<file path="src/sv/u8v_pkg.sv">
// Package for the UTF-8 stream validator: byte type, byte class bounds,
// pending-continuation type. No dependencies.
package u8v_pkg;

    typedef logic [7:0] t_byte;
    typedef logic [1:0] t_pend;

    localparam t_byte ASCII_HI = 8'h7f;
    localparam t_byte CONT_LO  = 8'h80;
    localparam t_byte CONT_HI  = 8'hbf;
    localparam t_byte LEAD2_LO = 8'hc0;
    localparam t_byte LEAD2_HI = 8'hdf;
    localparam t_byte LEAD3_LO = 8'he0;
    localparam t_byte LEAD3_HI = 8'hef;
    localparam t_byte LEAD4_LO = 8'hf0;
    localparam t_byte LEAD4_HI = 8'hf4;
    localparam t_byte NEWLINE  = 8'h0a;

    localparam t_pend PEND_NONE = 2'd0;
    localparam t_pend PEND_ONE  = 2'd1;
    localparam t_pend PEND_TWO  = 2'd2;
    localparam t_pend PEND_THREE = 2'd3;

endpackage

</file>
<file path="src/sv/u8v_byte_if.sv">
// Input channel of the UTF-8 stream validator: one stream byte per word.
// Depends on u8v_pkg.
interface u8v_byte_if
    import u8v_pkg::*;
();
    logic  valid;
    logic  ready;
    t_byte data_byte;
    logic  stream_end;

    modport source (output valid, output data_byte, output stream_end, input ready);
    modport sink   (input valid, input data_byte, input stream_end, output ready);
endinterface

</file>
<file path="src/sv/u8v_rslt_if.sv">
// Result channel of the UTF-8 stream validator: status, line and column.
// No dependencies.
interface u8v_rslt_if #(
    parameter int LINE_BITS   = 32,
    parameter int COLUMN_BITS = 24
) ();
    logic                   valid;
    logic                   ready;
    logic                   status;
    logic [LINE_BITS-1:0]   line_number;
    logic [COLUMN_BITS-1:0] column_number;

    modport source (output valid, output status, output line_number,
                    output column_number, input ready);
    modport sink   (input valid, input status, input line_number,
                    input column_number, output ready);
endinterface

</file>
<file path="src/sv/utf8_stream_validator.sv">
// UTF-8 stream validator top level. Depends on u8v_pkg, u8v_byte_if,
// u8v_rslt_if.
//
// Takes one byte word per cycle and gives one result word at the last byte
// of each stream, or earlier at the first malformed sequence (status 1 with
// the 1-based line and lead-byte column; later bytes of that stream are
// dropped). A word passes through an input register and the classify and
// counter update logic into a result register, one word per cycle
// sustained while the result side keeps taking words. Line
// and column counters saturate at LINE_BITS and COLUMN_BITS wide.
module utf8_stream_validator
    import u8v_pkg::*;
#(
    parameter int LINE_BITS   = 32,
    parameter int COLUMN_BITS = 24
) (
    input  logic          i_clk,
    input  logic          i_rst_n,
    u8v_byte_if.sink      i_byte,
    u8v_rslt_if.source    o_rslt
);

    localparam logic [LINE_BITS-1:0] LINE_ONE = {{(LINE_BITS-1){1'b0}}, 1'b1};

    // input register
    logic  r_in_valid;
    t_byte r_byte;
    logic  r_last;

    // stream state
    t_pend                  r_pend,     n_pend;
    logic [COLUMN_BITS-1:0] r_lead_col, n_lead_col;
    logic [COLUMN_BITS-1:0] r_cur_col,  n_cur_col;
    logic [LINE_BITS-1:0]   r_line,     n_line;
    logic                   r_err,      n_err;

    // result register
    logic                   r_out_valid;
    logic                   r_status;
    logic [LINE_BITS-1:0]   r_out_line;
    logic [COLUMN_BITS-1:0] r_out_col;

    logic                   res_valid;
    logic                   res_status;
    logic [LINE_BITS-1:0]   res_line;
    logic [COLUMN_BITS-1:0] res_col;
    logic                   fail;
    logic [COLUMN_BITS-1:0] fail_col;
    logic [COLUMN_BITS-1:0] col;
    logic                   advance;

    assign advance      = r_in_valid && (!res_valid || !r_out_valid || o_rslt.ready);
    assign i_byte.ready = !r_in_valid || advance;

    always_comb begin
        n_pend     = r_pend;
        n_lead_col = r_lead_col;
        n_cur_col  = r_cur_col;
        n_line     = r_line;
        n_err      = r_err;
        fail       = 1'b0;
        fail_col   = '0;
        res_valid  = 1'b0;
        res_status = 1'b0;
        res_line   = '0;
        res_col    = '0;
        col        = (&r_cur_col) ? r_cur_col : r_cur_col + 1'b1;

        if (!r_err) begin
            if (r_pend != PEND_NONE) begin
                if (r_byte inside {[CONT_LO:CONT_HI]}) begin
                    n_pend = r_pend - 1'b1;
                end else begin
                    fail     = 1'b1;
                    fail_col = r_lead_col;
                end
            end else begin
                case (r_byte) inside
                    [8'h00:ASCII_HI]: ;
                    [LEAD2_LO:LEAD2_HI]: begin
                        n_pend     = PEND_ONE;
                        n_lead_col = col;
                    end
                    [LEAD3_LO:LEAD3_HI]: begin
                        n_pend     = PEND_TWO;
                        n_lead_col = col;
                    end
                    [LEAD4_LO:LEAD4_HI]: begin
                        n_pend     = PEND_THREE;
                        n_lead_col = col;
                    end
                    default: begin
                        fail     = 1'b1;
                        fail_col = col;
                    end
                endcase
            end

            if (!fail) begin
                if (r_byte == NEWLINE) begin
                    n_line    = (&r_line) ? r_line : r_line + 1'b1;
                    n_cur_col = '0;
                end else begin
                    n_cur_col = col;
                end
                if (r_last && n_pend != PEND_NONE) begin
                    fail     = 1'b1;
                    fail_col = n_lead_col;
                end
            end

            res_valid  = fail || r_last;
            res_status = fail;
            res_line   = fail ? r_line : '0;
            res_col    = fail ? fail_col : '0;
            n_err      = fail;
        end

        // end of stream: back to the reset state
        if (r_last) begin
            n_pend     = PEND_NONE;
            n_lead_col = '0;
            n_cur_col  = '0;
            n_line     = LINE_ONE;
            n_err      = 1'b0;
        end
    end

    always_ff @(posedge i_clk) begin
        if (!i_rst_n) begin
            r_in_valid  <= 1'b0;
            r_out_valid <= 1'b0;
            r_pend      <= PEND_NONE;
            r_lead_col  <= '0;
            r_cur_col   <= '0;
            r_line      <= LINE_ONE;
            r_err       <= 1'b0;
        end else begin
            if (i_byte.valid && i_byte.ready) begin
                r_in_valid <= 1'b1;
            end else if (advance) begin
                r_in_valid <= 1'b0;
            end

            if (advance) begin
                r_pend     <= n_pend;
                r_lead_col <= n_lead_col;
                r_cur_col  <= n_cur_col;
                r_line     <= n_line;
                r_err      <= n_err;
            end

            if (advance && res_valid) begin
                r_out_valid <= 1'b1;
            end else if (o_rslt.ready) begin
                r_out_valid <= 1'b0;
            end
        end
    end

    always_ff @(posedge i_clk) begin
        if (i_byte.valid && i_byte.ready) begin
            r_byte <= i_byte.data_byte;
            r_last <= i_byte.stream_end;
        end
        if (advance && res_valid) begin
            r_status   <= res_status;
            r_out_line <= res_line;
            r_out_col  <= res_col;
        end
    end

    assign o_rslt.valid         = r_out_valid;
    assign o_rslt.status        = r_status;
    assign o_rslt.line_number   = r_out_line;
    assign o_rslt.column_number = r_out_col;

endmodule
</file>
<file path="src/flat_wrapper.sv">
// flat-port wrapper written by rule: the top's interface ports become plain ports
module utf8_stream_validator_flat import u8v_pkg::*;
#(
    parameter int LINE_BITS   = 32,
    parameter int COLUMN_BITS = 24
)
  (i_clk, i_rst_n, i_byte_valid, i_byte_data_byte, i_byte_stream_end, i_byte_ready, o_rslt_valid, o_rslt_status, o_rslt_line_number, o_rslt_column_number, o_rslt_ready);
  u8v_byte_if i_byte_i ();
  u8v_rslt_if #(.LINE_BITS(LINE_BITS), .COLUMN_BITS(COLUMN_BITS)) o_rslt_i ();
  input  logic i_clk;
  input  logic i_rst_n;
  input wire logic [$bits(i_byte_i.valid)-1:0] i_byte_valid;
  input wire logic [$bits(i_byte_i.data_byte)-1:0] i_byte_data_byte;
  input wire logic [$bits(i_byte_i.stream_end)-1:0] i_byte_stream_end;
  output wire logic [$bits(i_byte_i.ready)-1:0] i_byte_ready;
  output wire logic [$bits(o_rslt_i.valid)-1:0] o_rslt_valid;
  output wire logic [$bits(o_rslt_i.status)-1:0] o_rslt_status;
  output wire logic [$bits(o_rslt_i.line_number)-1:0] o_rslt_line_number;
  output wire logic [$bits(o_rslt_i.column_number)-1:0] o_rslt_column_number;
  input wire logic [$bits(o_rslt_i.ready)-1:0] o_rslt_ready;
  assign i_byte_i.valid = i_byte_valid;
  assign i_byte_i.data_byte = i_byte_data_byte;
  assign i_byte_i.stream_end = i_byte_stream_end;
  assign i_byte_ready = i_byte_i.ready;
  assign o_rslt_valid = o_rslt_i.valid;
  assign o_rslt_status = o_rslt_i.status;
  assign o_rslt_line_number = o_rslt_i.line_number;
  assign o_rslt_column_number = o_rslt_i.column_number;
  assign o_rslt_i.ready = o_rslt_ready;
  utf8_stream_validator #(.LINE_BITS(LINE_BITS), .COLUMN_BITS(COLUMN_BITS)) u_core (.i_clk(i_clk), .i_rst_n(i_rst_n), .i_byte(i_byte_i), .o_rslt(o_rslt_i));
endmodule
</file>
<file path="config.mk">
export PLATFORM = sky130hd
export DESIGN_NAME = utf8_stream_validator_flat
export DESIGN_NICKNAME = d
export VERILOG_FILES = /design/src/sv/u8v_pkg.sv /design/src/sv/u8v_byte_if.sv /design/src/sv/u8v_rslt_if.sv /design/src/sv/utf8_stream_validator.sv /design/src/flat_wrapper.sv
export SDC_FILE = /design/constraint.sdc
export NUM_CORES = 1
export LEC_CHECK = 0
export BUFFER_PORTS_ARGS = -buffer_cell sky130_fd_sc_hd__buf_2
export CORE_MARGIN = 2
export CORE_UTILIZATION = 50
export CTS_CLUSTER_DIAMETER = 30
export CTS_CLUSTER_SIZE = 28
export DETAILED_ROUTE_END_ITERATION = 6
export GPL_TIMING_DRIVEN = 0
export PLACE_DENSITY = 0.79
export SYNTH_ARGS = -nofsm -noshare
export SYNTH_HDL_FRONTEND = slang
export SYNTH_SLANG_ARGS = --single-unit
</file>
<file path="constraint.sdc">
create_clock -name i_clk -period 12.4 [get_ports i_clk]
set_input_delay 3.72 -clock i_clk [delete_from_list [all_inputs] [get_ports i_clk]]
set_output_delay 3.72 -clock i_clk [all_outputs]
set_load 0.05 [all_outputs]
</file>
==> results.json <==
{
  "cp_data_required_time_ps": 8680,
  "final-max-slew-violation-count": 0,
  "pre_cts_ws_ps": 4154,
  "run_status": "completed",
  "fin_setup_tns_ps": 0,
  "grt_pass1_wl_um": 26300,
  "critPathArrivalTime_ps": 4530,
  "global_route.overflow_total": 0,
  "synthesis.nets": 716,
  "clk_pin_slew_worst_paths_ps": 50,
  "number_of_distinct_library_cells_after_synthesis": 75,
  "antenna_cells_inserted": 0,
  "final_period_minus_worst_setup_slack_ps": 8249,
  "h_tree_depth": 4,
  "root_buffer": "sky130_fd_sc_hd__clkbuf_16",
  "pin_count_of_the_biggest_net_entering_global_routing": 39,
  "share_of_synthesized_area_occupied_by_flip_flops_and_latches_pct": 52.48,
  "postRouteAntennaNets": 0,
  "route.vias.total": 5777,
  "grt_pass1_vias": 5109,
  "p_leak_nw": 2.687,
  "cp_num_cells": 5,
  "post_cts_buffers": 0,
  "power_density_nw_per_um2": 139.4,
  "drc": 0,
  "crit_type": "primary input to primary output",
  "timing.final.crit_share_pct": 66.53,
  "antenna_found_initial": 0,
  "io_buffer_count": 71,
  "critPathLaunchType": "primary input",
  "final_nets": 807,
  "gate_count_post_synth": 700,
  "post-synth-top-area-fraction_pct": 28.24,
  "die_area_sq_um": 15000,
  "cts.hold.buffers_added": 0,
  "hold_path.class": "register to register",
  "slowest_delay_ps": 230,
  "netlist_area_sq_um": 7019,
  "critical_path.max_fanout": 6,
  "cts_made_buffers": 17,
  "fp-row-count": 43,
  "rsz0062_at_grt": "false",
  "postCtsResizedCells": 0,
  "report.final.hold_viol_count": 0,
  "yosys_most_used_dff": "sky130_fd_sc_hd__dfxtp_1",
  "setup-violations-final": 0,
  "total_routing_usage_reported_by_global_routing_pct": 22.58,
  "clock_sinks": 151,
  "timing.slew.headroom_pct": 51.37,
  "synth-edff-count": 66,
  "floorplan.die.height_um": 122.5,
  "asyncSetResetFlopFracSynth_pct": 0,
  "crit_chain": "buf_2 -> nand2b_1 -> nor2_1 -> inv_1 -> buf_2",
  "postLayoutSetupSlackWorst_ps": 4151,
  "routabilityCongestion": 0.9076,
  "cp_common_cell": "sky130_fd_sc_hd__buf_2",
  "chipWidth_um": 122.5,
  "post_route_cells_drive_above_1_share_pct": 16.92,
  "timing.hold.worst_path_depth": 1,
  "clock.fmax_mhz": 121.2,
  "cts_tree": "done",
  "ios": 72,
  "max-cap-violations": 0,
  "syn_avg_cell_area_sq_um": 10.03,
  "transition_time_at_the_pin_with_the_least_slew_margin_ps": 727.9,
  "cp_top_family": "simple AND/OR/NAND/NOR gates",
  "drt_first_pass_iters": 6,
  "clock_latency_ps": 430,
  "netlist_top_cells_area": "sky130_fd_sc_hd__edfxtp_1 28%, sky130_fd_sc_hd__dfxtp_1 24%, sky130_fd_sc_hd__nor2_1 4.4%",
  "timing.reg2reg.worst_path_depth": 7,
  "total_power_mw": 1.143,
  "drt_wl_total_um": 16330,
  "critical_path_buf_inv_count": 3,
  "fin_util_pct": 59.53,
  "flow.area_growth_from_synthesis_pct": 16.81,
  "detailedPlacementHpwl_um": 11390,
  "critical_path.endpoint_type": "primary output",
  "cts_max_path_buffers": 2,
  "vias_per_cell": 5.871,
  "cp_slowest_cell": "sky130_fd_sc_hd__nand2b_1",
  "synth.ff_latch_count": 151,
  "initial_core_util_pct": 50.96,
  "irDropWorstVdd_uv": 72.19,
  "ys_warn_count": 0,
  "synth_largest_area_cell": "sky130_fd_sc_hd__edfxtp_1",
  "post_drt_wl_per_cell_um": 16.60,
  "floorplan.core_area_sq_um": 13770,
  "first_iter_violations": 617,
  "clock-skew-final_ps": 8.560
}
per-stage QoR:
stage                     hold slack (ps)  std cells  cell area, sq um
final                               461.8        984              8199
after global routing                479.6        984              8199
after CTS                           464.5        984              8199
after detailed placement            446.1        952              7627
after global placement              444.2        951              7600
after floorplan                     432.2        700              7019
cell type report:
class	count	area (sq um)
buffer	37	182.7
inverter	18	67.56
clock inverter	12	125.1
timing repair buffer	72	375.4
clock buffer	20	446.7
multi-input combinational	494	3093
tap	180	225.2
fill	1167	5574
sequential	151	3684
layer usage:
layer  part of all wire [%]  vias up  GRT usage, %
met1                     46     2736         32.53
li1                       -     2768             -
met5                      0        -             0
met4                    1.6        0         7.759
met2                     45      244         33.54
met3                    7.5       29         5.112
worst reg2reg max path, stage by stage, from the launching register on:
cell and delay, ps:
sky130_fd_sc_hd__dfxtp_1 370, sky130_fd_sc_hd__inv_1 100, sky130_fd_sc_hd__ha_1 230, sky130_fd_sc_hd__clkbuf_1 240, sky130_fd_sc_hd__o21ai_0 540, sky130_fd_sc_hd__o21ai_0 320, sky130_fd_sc_hd__nor2b_4 630, sky130_fd_sc_hd__buf_12 310
cells in the final DEF, fill, tap and decap left out, types with 4 or more instances in the layout:
master,netlist,final
sky130_fd_sc_hd__a2bb2oi_1,14,14
sky130_fd_sc_hd__nor3_1,14,14
sky130_fd_sc_hd__inv_1,16,16
sky130_fd_sc_hd__clkinvlp_4,0,4
sky130_fd_sc_hd__a21oi_1,35,35
sky130_fd_sc_hd__clkbuf_1,19,21
sky130_fd_sc_hd__o31ai_1,5,5
sky130_fd_sc_hd__buf_4,4,4
sky130_fd_sc_hd__clkbuf_16,0,17
sky130_fd_sc_hd__nor2_1,83,83
sky130_fd_sc_hd__a22oi_1,13,13
sky130_fd_sc_hd__xnor2_1,23,23
sky130_fd_sc_hd__a22o_1,8,8
sky130_fd_sc_hd__o211ai_1,6,6
sky130_fd_sc_hd__a31oi_1,5,5
sky130_fd_sc_hd__nand2_1,54,54
sky130_fd_sc_hd__xor2_1,9,9
sky130_fd_sc_hd__and4_1,4,4
sky130_fd_sc_hd__and3_1,7,7
sky130_fd_sc_hd__or4_1,6,6
sky130_fd_sc_hd__a211oi_1,4,4
sky130_fd_sc_hd__nand3_1,28,28
sky130_fd_sc_hd__nor4_1,4,4
sky130_fd_sc_hd__dfxtp_1,85,85
sky130_fd_sc_hd__o2bb2ai_1,15,15
sky130_fd_sc_hd__nand3b_1,4,4
sky130_fd_sc_hd__and2_1,29,29
sky130_fd_sc_hd__or3_1,10,10
sky130_fd_sc_hd__o21ai_0,29,29
sky130_fd_sc_hd__edfxtp_1,66,66
sky130_fd_sc_hd__o21a_1,7,7
sky130_fd_sc_hd__buf_2,11,82
sky130_fd_sc_hd__nand4_1,20,20
synthesized netlist by cell type (15+ instances only):
| master | count |
|---|---|
| sky130_fd_sc_hd__nand2_1 | 54 |
| sky130_fd_sc_hd__nand3_1 | 28 |
| sky130_fd_sc_hd__xnor2_1 | 23 |
| sky130_fd_sc_hd__nand4_1 | 20 |
| sky130_fd_sc_hd__a21oi_1 | 35 |
| sky130_fd_sc_hd__nor2_1 | 83 |
| sky130_fd_sc_hd__dfxtp_1 | 85 |
| sky130_fd_sc_hd__o21ai_0 | 29 |
| sky130_fd_sc_hd__and2_1 | 29 |
| sky130_fd_sc_hd__edfxtp_1 | 66 |
| sky130_fd_sc_hd__inv_1 | 16 |
| sky130_fd_sc_hd__clkbuf_1 | 19 |
| sky130_fd_sc_hd__o2bb2ai_1 | 15 |
kinds of logic (layout without fill, tap and decap cells):
family                     count (synthesis)  in the layout  synth area share, %
and+or+nand+nor                          282            282                20.73
AOI/OAI and AO/OA                        173            173                18.11
DFF                                      151            151                52.48
buffers and inverters                     55            159                3.565
xor gates and xnor gates                  32             32                3.993
muxes                                      4              4               0.5882
adders and majority gates                  3              3               0.5348
report_power, final:
part           leakage (nW)  total, mW  switching (mW)  internal (mW)
Clock                 0.268      0.500           0.200          0.300
Sequential             1.25      0.537         0.00562          0.532
Combinational          1.17      0.106          0.0821         0.0236
Total                  2.69       1.14           0.288          0.855
final timing paths:
| path | end | startpoint | slack [ps] |
|---|---|---|---|
| setup / recovery | i_byte_ready | o_rslt_ready | 4150 |
| hold / removal | u_core.r_lead_col[17]$_SDFFE_PN0P_ | u_core.r_lead_col[17]$_SDFFE_PN0P_ | 460 |
| setup reg to reg | u_core.o_rslt.column_number[16]$_SDFFCE_PP0P_ | u_core.r_pend[0]$_SDFFE_PN0P_ | 9340 |
| hold reg to reg | u_core.r_lead_col[17]$_SDFFE_PN0P_ | u_core.r_lead_col[17]$_SDFFE_PN0P_ | 460 |
flip-flops by register name, indices dropped and copies added, names as in the netlist:
register / cells
u_core.r_lead_col: 24
u_core.o_rslt.column_number: 24
u_core.r_last: 1
u_core.o_rslt.line_number: 32
u_core.r_in_valid: 1
u_core.o_rslt.valid: 1
u_core.r_cur_col: 24
u_core.r_byte: 8
u_core.r_pend: 2
u_core.r_err: 1
u_core.r_line: 32
u_core.o_rslt.status: 1
Power figures use the tool's default switching activity.
